$ cat src/sv/vending_controller_with_change_core_defines.svh
// ----------------------------------------------------------------------------
// vending_controller_with_change_core_defines
// Assertion macros shared by the vending controller RTL.
// ----------------------------------------------------------------------------
`ifndef VENDING_CONTROLLER_WITH_CHANGE_CORE_DEFINES_SVH
`define VENDING_CONTROLLER_WITH_CHANGE_CORE_DEFINES_SVH

// Same-cycle implication, checked out of reset.
`define VCC_ASSERT_NOW(lbl, ante, cons, msg) \
  lbl: assert property (@(posedge clk_i) disable iff (!rst_ni) (ante) |-> (cons)) \
    else $error(msg);

// Next-cycle implication, checked out of reset.
`define VCC_ASSERT_NEXT(lbl, ante, cons, msg) \
  lbl: assert property (@(posedge clk_i) disable iff (!rst_ni) (ante) |=> (cons)) \
    else $error(msg);

`endif

$ cat src/sv/vcc_pkg.sv
// ----------------------------------------------------------------------------
// vcc_pkg
// Shared types, codes and constants of the vending controller.
// ----------------------------------------------------------------------------
`default_nettype none

package vcc_pkg;

  localparam int unsigned MaxSlots    = 5;  // price registers in the map
  localparam int unsigned NumSlotsDef = 5;
  localparam int unsigned CfgIdxW     = 3;
  localparam int unsigned PriceW      = 8;
  localparam int unsigned StockW      = 8;
  localparam int unsigned CoinInW     = 8;
  localparam int unsigned CoinOutW    = 5;
  localparam int unsigned SlotW       = 3;
  localparam int unsigned ItemCntW    = 3;

  // a purchase run carries at most this many words before the done word
  localparam logic [ItemCntW-1:0] ItemCap = ItemCntW'(6);

  localparam logic [StockW-1:0] StockRst = StockW'(5);

  localparam logic [MaxSlots-1:0][PriceW-1:0] PriceRst = {
    PriceW'(35), PriceW'(27), PriceW'(22), PriceW'(32), PriceW'(25)
  };

  typedef enum logic [1:0] {
    REQ_SELECT = 2'd0,
    REQ_COIN   = 2'd1,
    REQ_STOCK  = 2'd2
  } req_e;

  typedef enum logic [2:0] {
    ST_SELECTED    = 3'd0,
    ST_BAD_SLOT    = 3'd1,
    ST_EMPTY       = 3'd2,
    ST_COIN_OK     = 3'd3,
    ST_COIN_REJ    = 3'd4,
    ST_CHANGE      = 3'd5,
    ST_DONE        = 3'd6,
    ST_WRONG_PHASE = 3'd7
  } status_e;

  // what a decoded request leads to
  typedef enum logic [1:0] {
    OC_NONE,        // unknown request, no word
    OC_SINGLE,      // one word, then idle
    OC_ZERO_PRICE,  // selected word, then change run
    OC_PAY          // change run straight away
  } outcome_e;

  typedef struct packed {
    logic latch_in;
    logic eval_fire;
    logic step_fire;
  } vcc_cmd_t;

  typedef struct packed {
    logic     out_free;
    outcome_e outcome;
    logic     run_end;
  } vcc_sts_t;

  // change coin for a remainder: 20, 10, 5 or 1 by divisibility
  function automatic logic [CoinOutW-1:0] change_coin(input logic [CoinOutW-1:0] c);
    logic by5;
    logic by10;
    logic by20;
    by20 = (c == 5'd20);
    by10 = (c == 5'd10) || (c == 5'd20) || (c == 5'd30);
    by5  = by10 || (c == 5'd5) || (c == 5'd15) || (c == 5'd25);
    if (by20) begin
      change_coin = 5'd20;
    end else if (by10) begin
      change_coin = 5'd10;
    end else if (by5) begin
      change_coin = 5'd5;
    end else begin
      change_coin = 5'd1;
    end
  endfunction

endpackage

`default_nettype wire

$ cat src/sv/vending_controller_with_change_core.sv
// ----------------------------------------------------------------------------
// vending_controller_with_change_core
// Five-slot vending controller: selection, coin intake, restock, change payout.
// ----------------------------------------------------------------------------
// A request word (select, coin or restock) is taken when the input is idle and
// answered with one result word, or for a completed purchase with a run of
// change words (status change, one coin each, largest coin that divides the
// remainder) closed by a done word with coin 0 and tlast high; a run holds at
// most seven words and any change beyond six words is not paid. A request is
// latched on acceptance and evaluated in the EVAL state; a plain request
// loads its one result word there and the block returns to idle. A zero-price
// select loads the selected word at evaluation and then the done word. A coin
// that completes a purchase loads nothing at evaluation; its change words
// follow in the CHANGE state, one a cycle while the output is free, then the
// done word, so the longest run is six change words and done. Every load
// waits while the output register holds an untaken word, so downstream stalls
// hold the block back. The next request is taken from the cycle after the
// last result word is loaded, while that word may still wait downstream.
// Prices are written through the cfg port (index 0..4 for slots 1..5, other
// indexes ignored); the user must do so only while the block is idle, as the
// block does not enforce it. Request type 3 produces no result. No clearing pass.
// ----------------------------------------------------------------------------
`default_nettype none

module vending_controller_with_change_core
  import vcc_pkg::*;
#(
  parameter int unsigned NUM_SLOTS = NumSlotsDef  // 1..5
) (
  input  logic               clk_i,
  input  logic               rst_ni,
  // price configuration
  input  logic               cfg_we_i,
  input  logic [CfgIdxW-1:0] cfg_idx_i,
  input  logic [PriceW-1:0]  cfg_wdata_i,
  // request words
  input  logic               s_axis_tvalid,
  output logic               s_axis_tready,
  input  logic [23:0]        s_axis_tdata,   // slot_number[2:0], coin_value[10:3],
                                             // stock_value[18:11], zero pad
  input  logic [1:0]         s_axis_tuser,   // req_type
  // result words
  output logic               m_axis_tvalid,
  input  logic               m_axis_tready,
  output logic [15:0]        m_axis_tdata,   // coin_out[4:0], amount_left[12:5],
                                             // zero pad
  output logic [2:0]         m_axis_tuser,   // status
  output logic               m_axis_tlast    // last
);

  vcc_cmd_t            cmd;
  vcc_sts_t            sts;
  status_e             out_status;
  logic [CoinOutW-1:0] out_coin;
  logic [PriceW-1:0]   out_left;

  vcc_ctrl u_ctrl (
    .clk_i      (clk_i),
    .rst_ni     (rst_ni),
    .in_valid_i (s_axis_tvalid),
    .in_ready_o (s_axis_tready),
    .sts_i      (sts),
    .cmd_o      (cmd)
  );

  vcc_datapath #(
    .NUM_SLOTS (NUM_SLOTS)
  ) u_datapath (
    .clk_i        (clk_i),
    .rst_ni       (rst_ni),
    .cfg_we_i     (cfg_we_i),
    .cfg_idx_i    (cfg_idx_i),
    .cfg_wdata_i  (cfg_wdata_i),
    .req_i        (s_axis_tuser),
    .slot_i       (s_axis_tdata[2:0]),
    .coin_i       (s_axis_tdata[10:3]),
    .stockv_i     (s_axis_tdata[18:11]),
    .out_valid_o  (m_axis_tvalid),
    .out_ready_i  (m_axis_tready),
    .out_status_o (out_status),
    .out_coin_o   (out_coin),
    .out_left_o   (out_left),
    .out_last_o   (m_axis_tlast),
    .cmd_i        (cmd),
    .sts_o        (sts)
  );

  assign m_axis_tuser = out_status;
  assign m_axis_tdata = {3'b000, out_left, out_coin};

endmodule

`default_nettype wire

$ cat src/sv/vcc_ctrl.sv
// ----------------------------------------------------------------------------
// vcc_ctrl
// Sequencer: takes a request word, has it evaluated, then drives the change run.
// ----------------------------------------------------------------------------
`default_nettype none

`include "vending_controller_with_change_core_defines.svh"

module vcc_ctrl
  import vcc_pkg::*;
(
  input  logic     clk_i,
  input  logic     rst_ni,
  input  logic     in_valid_i,
  output logic     in_ready_o,
  input  vcc_sts_t sts_i,
  output vcc_cmd_t cmd_o
);

  typedef enum logic [1:0] {
    S_IDLE,
    S_EVAL,
    S_CHANGE
  } state_e;

  state_e state_q, state_d;

  assign in_ready_o = (state_q == S_IDLE);

  always_comb begin
    cmd_o           = '0;
    cmd_o.latch_in  = (state_q == S_IDLE) && in_valid_i;
    cmd_o.eval_fire = (state_q == S_EVAL) && sts_i.out_free &&
                      (sts_i.outcome != OC_NONE);
    cmd_o.step_fire = (state_q == S_CHANGE) && sts_i.out_free;
  end

  always_comb begin
    state_d = state_q;
    unique case (state_q)
      S_IDLE: begin
        if (in_valid_i) begin
          state_d = S_EVAL;
        end
      end
      S_EVAL: begin
        if (sts_i.outcome == OC_NONE) begin
          state_d = S_IDLE;
        end else if (sts_i.out_free) begin
          state_d = (sts_i.outcome == OC_SINGLE) ? S_IDLE : S_CHANGE;
        end
      end
      S_CHANGE: begin
        if (sts_i.out_free && sts_i.run_end) begin
          state_d = S_IDLE;
        end
      end
      default: state_d = S_IDLE;
    endcase
  end

  always_ff @(posedge clk_i or negedge rst_ni) begin
    if (!rst_ni) begin
      state_q <= S_IDLE;
    end else begin
      state_q <= state_d;
    end
  end

  `VCC_ASSERT_NEXT(a_accept_evals, cmd_o.latch_in, state_q == S_EVAL,
                   "accepted word not evaluated")
  `VCC_ASSERT_NOW(a_run_needs_purchase, state_q == S_CHANGE, !in_ready_o,
                  "input open during change run")
  `VCC_ASSERT_NEXT(a_run_closes, cmd_o.step_fire && sts_i.run_end, state_q == S_IDLE,
                   "change run did not close")

endmodule

`default_nettype wire

$ cat src/sv/vcc_datapath.sv
// ----------------------------------------------------------------------------
// vcc_datapath
// Price and stock registers, purchase state, change counter, output register.
// ----------------------------------------------------------------------------
`default_nettype none

`include "vending_controller_with_change_core_defines.svh"

module vcc_datapath
  import vcc_pkg::*;
#(
  parameter int unsigned NUM_SLOTS = NumSlotsDef
) (
  input  logic                clk_i,
  input  logic                rst_ni,
  // config
  input  logic                cfg_we_i,
  input  logic [CfgIdxW-1:0]  cfg_idx_i,
  input  logic [PriceW-1:0]   cfg_wdata_i,
  // request word
  input  logic [1:0]          req_i,
  input  logic [SlotW-1:0]    slot_i,
  input  logic [CoinInW-1:0]  coin_i,
  input  logic [StockW-1:0]   stockv_i,
  // result word
  output logic                out_valid_o,
  input  logic                out_ready_i,
  output status_e             out_status_o,
  output logic [CoinOutW-1:0] out_coin_o,
  output logic [PriceW-1:0]   out_left_o,
  output logic                out_last_o,
  // control
  input  vcc_cmd_t            cmd_i,
  output vcc_sts_t            sts_o
);

  localparam int unsigned IdxW = (NUM_SLOTS > 1) ? $clog2(NUM_SLOTS) : 1;

  // latched request
  logic [1:0]         req_q;
  logic [SlotW-1:0]   slot_q;
  logic [CoinInW-1:0] coin_q;
  logic [StockW-1:0]  stockv_q;

  // machine state
  logic [MaxSlots-1:0][PriceW-1:0]  price_q;
  logic [NUM_SLOTS-1:0][StockW-1:0] stock_q;
  logic                             paying_q;
  logic [IdxW-1:0]                  chosen_q;
  logic [PriceW-1:0]                amt_q;
  logic [CoinOutW-1:0]              change_q;
  logic [ItemCntW-1:0]              k_q;

  // output register
  logic                out_valid_q;
  status_e             out_st_q;
  logic [CoinOutW-1:0] out_coin_q;
  logic [PriceW-1:0]   out_left_q;
  logic                out_last_q;

  // decode
  logic [SlotW-1:0]    slot_m1;
  logic [IdxW-1:0]     idx;
  logic                slot_ok;
  logic [PriceW-1:0]   price_rd;
  logic [StockW-1:0]   stock_rd;
  logic                coin_good;
  logic                coin_short;
  outcome_e            oc;
  logic                ev_emit;
  status_e             ev_st;
  logic [PriceW-1:0]   ev_left;
  logic                ev_last;
  logic                take_sel;
  logic                take_sub;
  logic                take_stock;
  logic [IdxW-1:0]     dec_idx;
  logic [CoinOutW-1:0] step_coin;
  logic                run_end;
  logic                out_free;

  assign slot_m1    = slot_q - SlotW'(1);
  assign idx        = slot_m1[IdxW-1:0];
  assign slot_ok    = (slot_q != '0) && (slot_q <= SlotW'(NUM_SLOTS));
  assign price_rd   = price_q[slot_m1];
  assign stock_rd   = stock_q[idx];
  assign coin_good  = (coin_q == 8'd1) || (coin_q == 8'd5) ||
                      (coin_q == 8'd10) || (coin_q == 8'd20);
  assign coin_short = (coin_q < amt_q);

  always_comb begin
    oc         = OC_SINGLE;
    ev_emit    = 1'b1;
    ev_st      = ST_WRONG_PHASE;
    ev_left    = '0;
    ev_last    = 1'b1;
    take_sel   = 1'b0;
    take_sub   = 1'b0;
    take_stock = 1'b0;
    unique case (req_q)
      REQ_SELECT: begin
        if (paying_q) begin
          ev_left = amt_q;
        end else if (!slot_ok) begin
          ev_st = ST_BAD_SLOT;
        end else if (stock_rd == '0) begin
          ev_st = ST_EMPTY;
        end else begin
          ev_st    = ST_SELECTED;
          take_sel = 1'b1;
          if (price_rd == '0) begin
            oc      = OC_ZERO_PRICE;
            ev_last = 1'b0;
          end else begin
            ev_left = price_rd;
          end
        end
      end
      REQ_COIN: begin
        if (!paying_q) begin
          ev_st = ST_WRONG_PHASE;
        end else if (!coin_good) begin
          ev_st   = ST_COIN_REJ;
          ev_left = amt_q;
        end else if (coin_short) begin
          ev_st    = ST_COIN_OK;
          ev_left  = amt_q - coin_q;
          take_sub = 1'b1;
        end else begin
          oc      = OC_PAY;
          ev_emit = 1'b0;
        end
      end
      REQ_STOCK: begin
        if (paying_q) begin
          ev_left = amt_q;
        end else if (!slot_ok) begin
          ev_st = ST_BAD_SLOT;
        end else begin
          ev_st      = ST_DONE;
          take_stock = 1'b1;
        end
      end
      default: begin
        oc      = OC_NONE;
        ev_emit = 1'b0;
      end
    endcase
  end

  assign dec_idx   = (oc == OC_ZERO_PRICE) ? idx : chosen_q;
  assign step_coin = change_coin(change_q);
  assign run_end   = (change_q == '0) || (k_q == ItemCap);
  assign out_free  = !out_valid_q || out_ready_i;

  always_comb begin
    sts_o          = '0;
    sts_o.out_free = out_free;
    sts_o.outcome  = oc;
    sts_o.run_end  = run_end;
  end

  // request latch, no reset
  always_ff @(posedge clk_i) begin
    if (cmd_i.latch_in) begin
      req_q    <= req_i;
      slot_q   <= slot_i;
      coin_q   <= coin_i;
      stockv_q <= stockv_i;
    end
  end

  // price registers
  always_ff @(posedge clk_i or negedge rst_ni) begin
    if (!rst_ni) begin
      price_q <= PriceRst;
    end else if (cfg_we_i && (cfg_idx_i < CfgIdxW'(MaxSlots))) begin
      price_q[cfg_idx_i] <= cfg_wdata_i;
    end
  end

  // purchase state and stock
  always_ff @(posedge clk_i or negedge rst_ni) begin
    if (!rst_ni) begin
      stock_q  <= {NUM_SLOTS{StockRst}};
      paying_q <= 1'b0;
      chosen_q <= '0;
      amt_q    <= '0;
      change_q <= '0;
      k_q      <= '0;
    end else if (cmd_i.eval_fire) begin
      if (take_sel) begin
        chosen_q <= idx;
        if (oc != OC_ZERO_PRICE) begin
          paying_q <= 1'b1;
          amt_q    <= price_rd;
        end
      end
      if (take_sub) begin
        amt_q <= amt_q - coin_q;
      end
      if (take_stock) begin
        stock_q[idx] <= stockv_q;
      end
      if ((oc == OC_ZERO_PRICE) || (oc == OC_PAY)) begin
        if (stock_q[dec_idx] != '0) begin
          stock_q[dec_idx] <= stock_q[dec_idx] - StockW'(1);
        end
        // coin is at most 20 here, so the overpayment fits five bits
        change_q <= (oc == OC_PAY) ? CoinOutW'(coin_q - amt_q) : '0;
        k_q      <= (oc == OC_PAY) ? '0 : ItemCntW'(1);
      end
    end else if (cmd_i.step_fire) begin
      if (run_end) begin
        paying_q <= 1'b0;
        amt_q    <= '0;
      end else begin
        change_q <= change_q - step_coin;
        k_q      <= k_q + ItemCntW'(1);
      end
    end
  end

  // output word register
  always_ff @(posedge clk_i or negedge rst_ni) begin
    if (!rst_ni) begin
      out_valid_q <= 1'b0;
    end else if ((cmd_i.eval_fire && ev_emit) || cmd_i.step_fire) begin
      out_valid_q <= 1'b1;
    end else if (out_ready_i) begin
      out_valid_q <= 1'b0;
    end
  end

  always_ff @(posedge clk_i) begin
    if (cmd_i.eval_fire && ev_emit) begin
      out_st_q   <= ev_st;
      out_coin_q <= '0;
      out_left_q <= ev_left;
      out_last_q <= ev_last;
    end else if (cmd_i.step_fire) begin
      out_st_q   <= run_end ? ST_DONE : ST_CHANGE;
      out_coin_q <= run_end ? '0 : step_coin;
      out_left_q <= '0;
      out_last_q <= run_end;
    end
  end

  assign out_valid_o  = out_valid_q;
  assign out_status_o = out_st_q;
  assign out_coin_o   = out_coin_q;
  assign out_left_o   = out_left_q;
  assign out_last_o   = out_last_q;

  `VCC_ASSERT_NOW(a_paying_owes, paying_q, amt_q != '0,
                  "paying with nothing due")
  `VCC_ASSERT_NOW(a_cnt_cap, 1'b1, k_q <= ItemCap,
                  "change word count overran")
  `VCC_ASSERT_NOW(a_no_overwrite, cmd_i.eval_fire || cmd_i.step_fire,
                  !out_valid_q || out_ready_i, "output word overwritten")
  `VCC_ASSERT_NOW(a_change_word, out_valid_q && (out_st_q == ST_CHANGE),
                  (out_coin_q != '0) && !out_last_q, "malformed change word")

endmodule

`default_nettype wire

$ cat config.mk
export PLATFORM = sky130hd
export DESIGN_NAME = vending_controller_with_change_core
export DESIGN_NICKNAME = d
export VERILOG_FILES = /design/src/sv/vcc_pkg.sv /design/src/sv/vending_controller_with_change_core.sv /design/src/sv/vcc_ctrl.sv /design/src/sv/vcc_datapath.sv
export VERILOG_INCLUDE_DIRS = /design/src /design/src/sv
export SDC_FILE = /design/constraint.sdc
export NUM_CORES = 1
export LEC_CHECK = 0
export BUFFER_PORTS_ARGS = -buffer_cell sky130_fd_sc_hd__buf_4
export CAP_MARGIN = 10
export CORE_MARGIN = 2
export CORE_UTILIZATION = 45
export CTS_CLUSTER_DIAMETER = 120
export DETAILED_ROUTE_END_ITERATION = 10
export GPL_TIMING_DRIVEN = 0
export PLACE_DENSITY_LB_ADDON = 0.08
export SLEW_MARGIN = 20
export SYNTH_ARGS = -nofsm -noshare
export SYNTH_HDL_FRONTEND = slang
export SYNTH_SLANG_ARGS = --single-unit
$ cat constraint.sdc
create_clock -name clk_i -period 9.5 [get_ports clk_i]
set_input_delay 0.475 -clock clk_i [delete_from_list [all_inputs] [get_ports clk_i]]
set_output_delay 0.475 -clock clk_i [all_outputs]
set_load 0.01 [all_outputs]
==> results.json <==
{
  "crit_required_ps": 9810,
  "clockBufferDepth": 2,
  "die_y_um": 143,
  "synth.cell_area_um2": 8710,
  "hold_viol": 0,
  "cts_tree": "done",
  "core_area_um2": 18800,
  "yosysSeqAreaShare_pct": 42.2,
  "max_slew_margin_pct": 27.8,
  "p_leak_nw": 4.28,
  "cts_root_buffer": "clkbuf_16",
  "ant_nets": 0,
  "multiInputGateArea_um2": 4730,
  "clk_pin_slew_ps": 70,
  "core.rowCount": 50,
  "grt_usage_pct": 26.4,
  "peakVddDrop_uv": 138,
  "crit_type": "reg2reg",
  "powerDensity_nw_per_um2": 239,
  "top_usage_layer": "met2",
  "fin_util_pct": 53.5,
  "clkSinkCount": 140,
  "use_met1_pct": 38.9,
  "initial_core_util_pct": 46.3,
  "syn_to_final_growth_pct": 15.7,
  "critical_path.cell_chain": "buf_2, inv_1, ha_1, clkbuf_1, nand3_1, o221ai_1, nor4_2, a41oi_2, buf_4, mux2i_4, nand3_2, o22ai_1, a21oi_1, ha_1, o211a_1, o21a_1, and3_1, buf_4, a21oi_1, nor3_1, a221o_1",
  "htree_num_levels": 4,
  "cp_top_family": "compound AO/OA/AOI/OAI gates",
  "fillCellCount": 1760,
  "end_kind": "flop",
  "syn_avg_cell_area_um2": 9.73,
  "design_area_um2": 10100,
  "ys.flop_type": "dfrtp_1",
  "holdBufCountCts": 0,
  "final_common_cell": "nand2_1",
  "critPathArrivalTime_ps": 6830,
  "cap_viol_max_count": 0,
  "period_needed_ps": 6520,
  "critPathSlowestCell": "edfxtp_1",
  "die_area_um2": 20500,
  "final_nets": 1043,
  "gp_congestion": 0.960,
  "dpl.cell_count": 1212,
  "drt_iter0_markers": 686,
  "wl_per_cell_um": 21.0,
  "cts_resized": 0,
  "async_reset_ff_share_pct": 73.6,
  "via_per_inst": 6.02,
  "post-route-period-util_pct": 68.6,
  "place_area_um2": 9490,
  "ff_latch_area_um2": 3680,
  "clk_latency_ps": 440,
  "dr.pass1.iters": 5,
  "met2_usage_pct": 39.0,
  "via_count": 7490,
  "final_cell_mix": "96 x nand2_1, 79 x dfrtp_1, 61 x buf_4, 60 x nor2_1, 48 x mux2_2",
  "wirelength_um": 26100,
  "rsz0062_at_grt": "false",
  "cp_max_fo": 10,
  "die_w_um": 143,
  "drcViolationCount": 0,
  "postCtsSetupRepairBufs": 0,
  "setup_viol": 0,
  "antenna_cells": 0,
  "skew_ps": 11.2,
  "grtUsageMet3_pct": 4.59,
  "synth_edf_count": 33,
  "status": "completed",
  "drive_gt1_share_pct": 21.3,
  "slew_viol_final": 0,
  "fmax_ghz": 0.153,
  "hold_path_class": "in2async",
  "antenna_found_initial": 0,
  "ios": 64,
  "tightest_slew_ps": 1070,
  "start_kind": "flop",
  "hpwl_um": 19300,
  "grt_max_degree": 104,
  "cts_made_buffers": 17,
  "setup_tns_ps": 0,
  "synth-seq-cells": 140,
  "gr-total-overflow": 0,
  "syn-instance-count": 895,
  "cp.depth": 21,
  "r2r_cells": 21,
  "ys_warn_count": 0,
  "grt_pass1_wl_um": 40600,
  "stdcell_count": 1244,
  "cpPeakStageDelay_ps": 490,
  "ys_types": 86,
  "critical_path.n_buffers_inverters": 5,
  "io_buffers": 54,
  "grt_pass1_vias": 6968
}
[routing by layer]
| layer | vias to the layer above | wire length (µm) |
|---|---|---|
| li1 | 3480 | - |
| met1 | 3599 | 12100 |
| met2 | 350 | 11300 |
| met3 | 61 | 1840 |
| met4 | 0 | 787 |
| met5 | - | 0 |
[sequential cells by signal, summed over array words and instances (netlist names)]
name,flops
u_datapath.price_q,40
u_datapath.stock_q,40
u_datapath.amt_q,8
u_datapath.coin_q,8
u_datapath.out_left_o,8
u_datapath.stockv_q,8
u_datapath.change_q,5
u_datapath.out_coin_o,4
u_datapath.chosen_q,3
u_datapath.k_q,3
u_datapath.out_status_o,3
u_datapath.slot_q,3
u_ctrl.state_q,2
u_datapath.req_q,2
u_datapath.out_last_o,1
u_datapath.out_valid_o,1
u_datapath.paying_q,1
[final cells by class]
class	instances	area share (%)
Timing Repair Buffer	55	4.14
Buffer	38	1.99
Clock inverter	12	1.20
Multi-Input combinational cell	682	46.9
Sequential cell	140	36.5
Tap cell	260	3.23
Inverter	37	1.38
Clock buffer	20	4.64
[cells in the mapped netlist, types with 24 or more instances]
cell	n	area share [%]
nand2_1	96	4.1
dfrtp_1	79	23
nor2_1	60	2.6
mux2_2	48	6.2
a21oi_1	45	2.6
inv_1	37	1.6
nand3_1	37	2.1
nor3_1	36	2.1
edfxtp_1	33	11
mux2i_1	30	3.4
o21ai_0	29	1.7
ha_1	27	3.9
dfstp_2	24	7.2
[cell families (layout without fill, tap and decap cells)]
family	Yosys count	count (layout)	synth area share (%)
mux	80	80	10.1
xor+xnor	16	16	1.70
compound gates	213	213	17.7
other cells	1	3	0.0430
flops	140	140	42.2
buf+inv	75	162	3.89
simple gates	340	340	19.8
fa+ha+maj	30	30	4.57
[path summary, 6_finish.rpt]
check / from / end / slack, ps
max: u_datapath.slot_q[0]$_DFFE_PP_ / u_datapath.stock_q[1]$_DFFE_PN0P_ / 2980
min: rst_ni / u_datapath.price_q[30]$_DFFE_PN0P_ / 170
max reg2reg: u_datapath.slot_q[0]$_DFFE_PP_ / u_datapath.stock_q[1]$_DFFE_PN0P_ / 2980
min reg2reg: u_datapath.out_coin_o[2]$_SDFFE_PP0P_ / u_datapath.out_coin_o[2]$_SDFFE_PP0P_ / 470
max in group asynchronous: rst_ni / u_datapath.k_q[0]$_DFFE_PN0P_ / 8650
min in group clk_i: s_axis_tdata[16] / u_datapath.stockv_q[5]$_DFFE_PP_ / 210
[per-stage QoR]
| step | setup slack, ps | hold slack, ps | power (mW) |
|---|---|---|---|
| 6_report | 2980 | 172 | 2.41 |
| 5_1_grt | 2580 | 200 | 2.53 |
| 4_1_cts | 3030 | 203 | 2.41 |
| 3_5_place_dp | 3050 | 463 | 1.73 |
| 3_3_place_gp | 3040 | 461 | 1.73 |
| 2_1_floorplan | 4650 | 179 | 1.46 |
[where the power goes]
part | total, mW | internal, mW | switching (mW)
clock | 0.675 | 0.390 | 0.285
combinational | 0.898 | 0.350 | 0.547
sequential | 0.837 | 0.739 | 0.0986
total | 2.41 | 1.48 | 0.931
(Power assumes the default switching activity.)
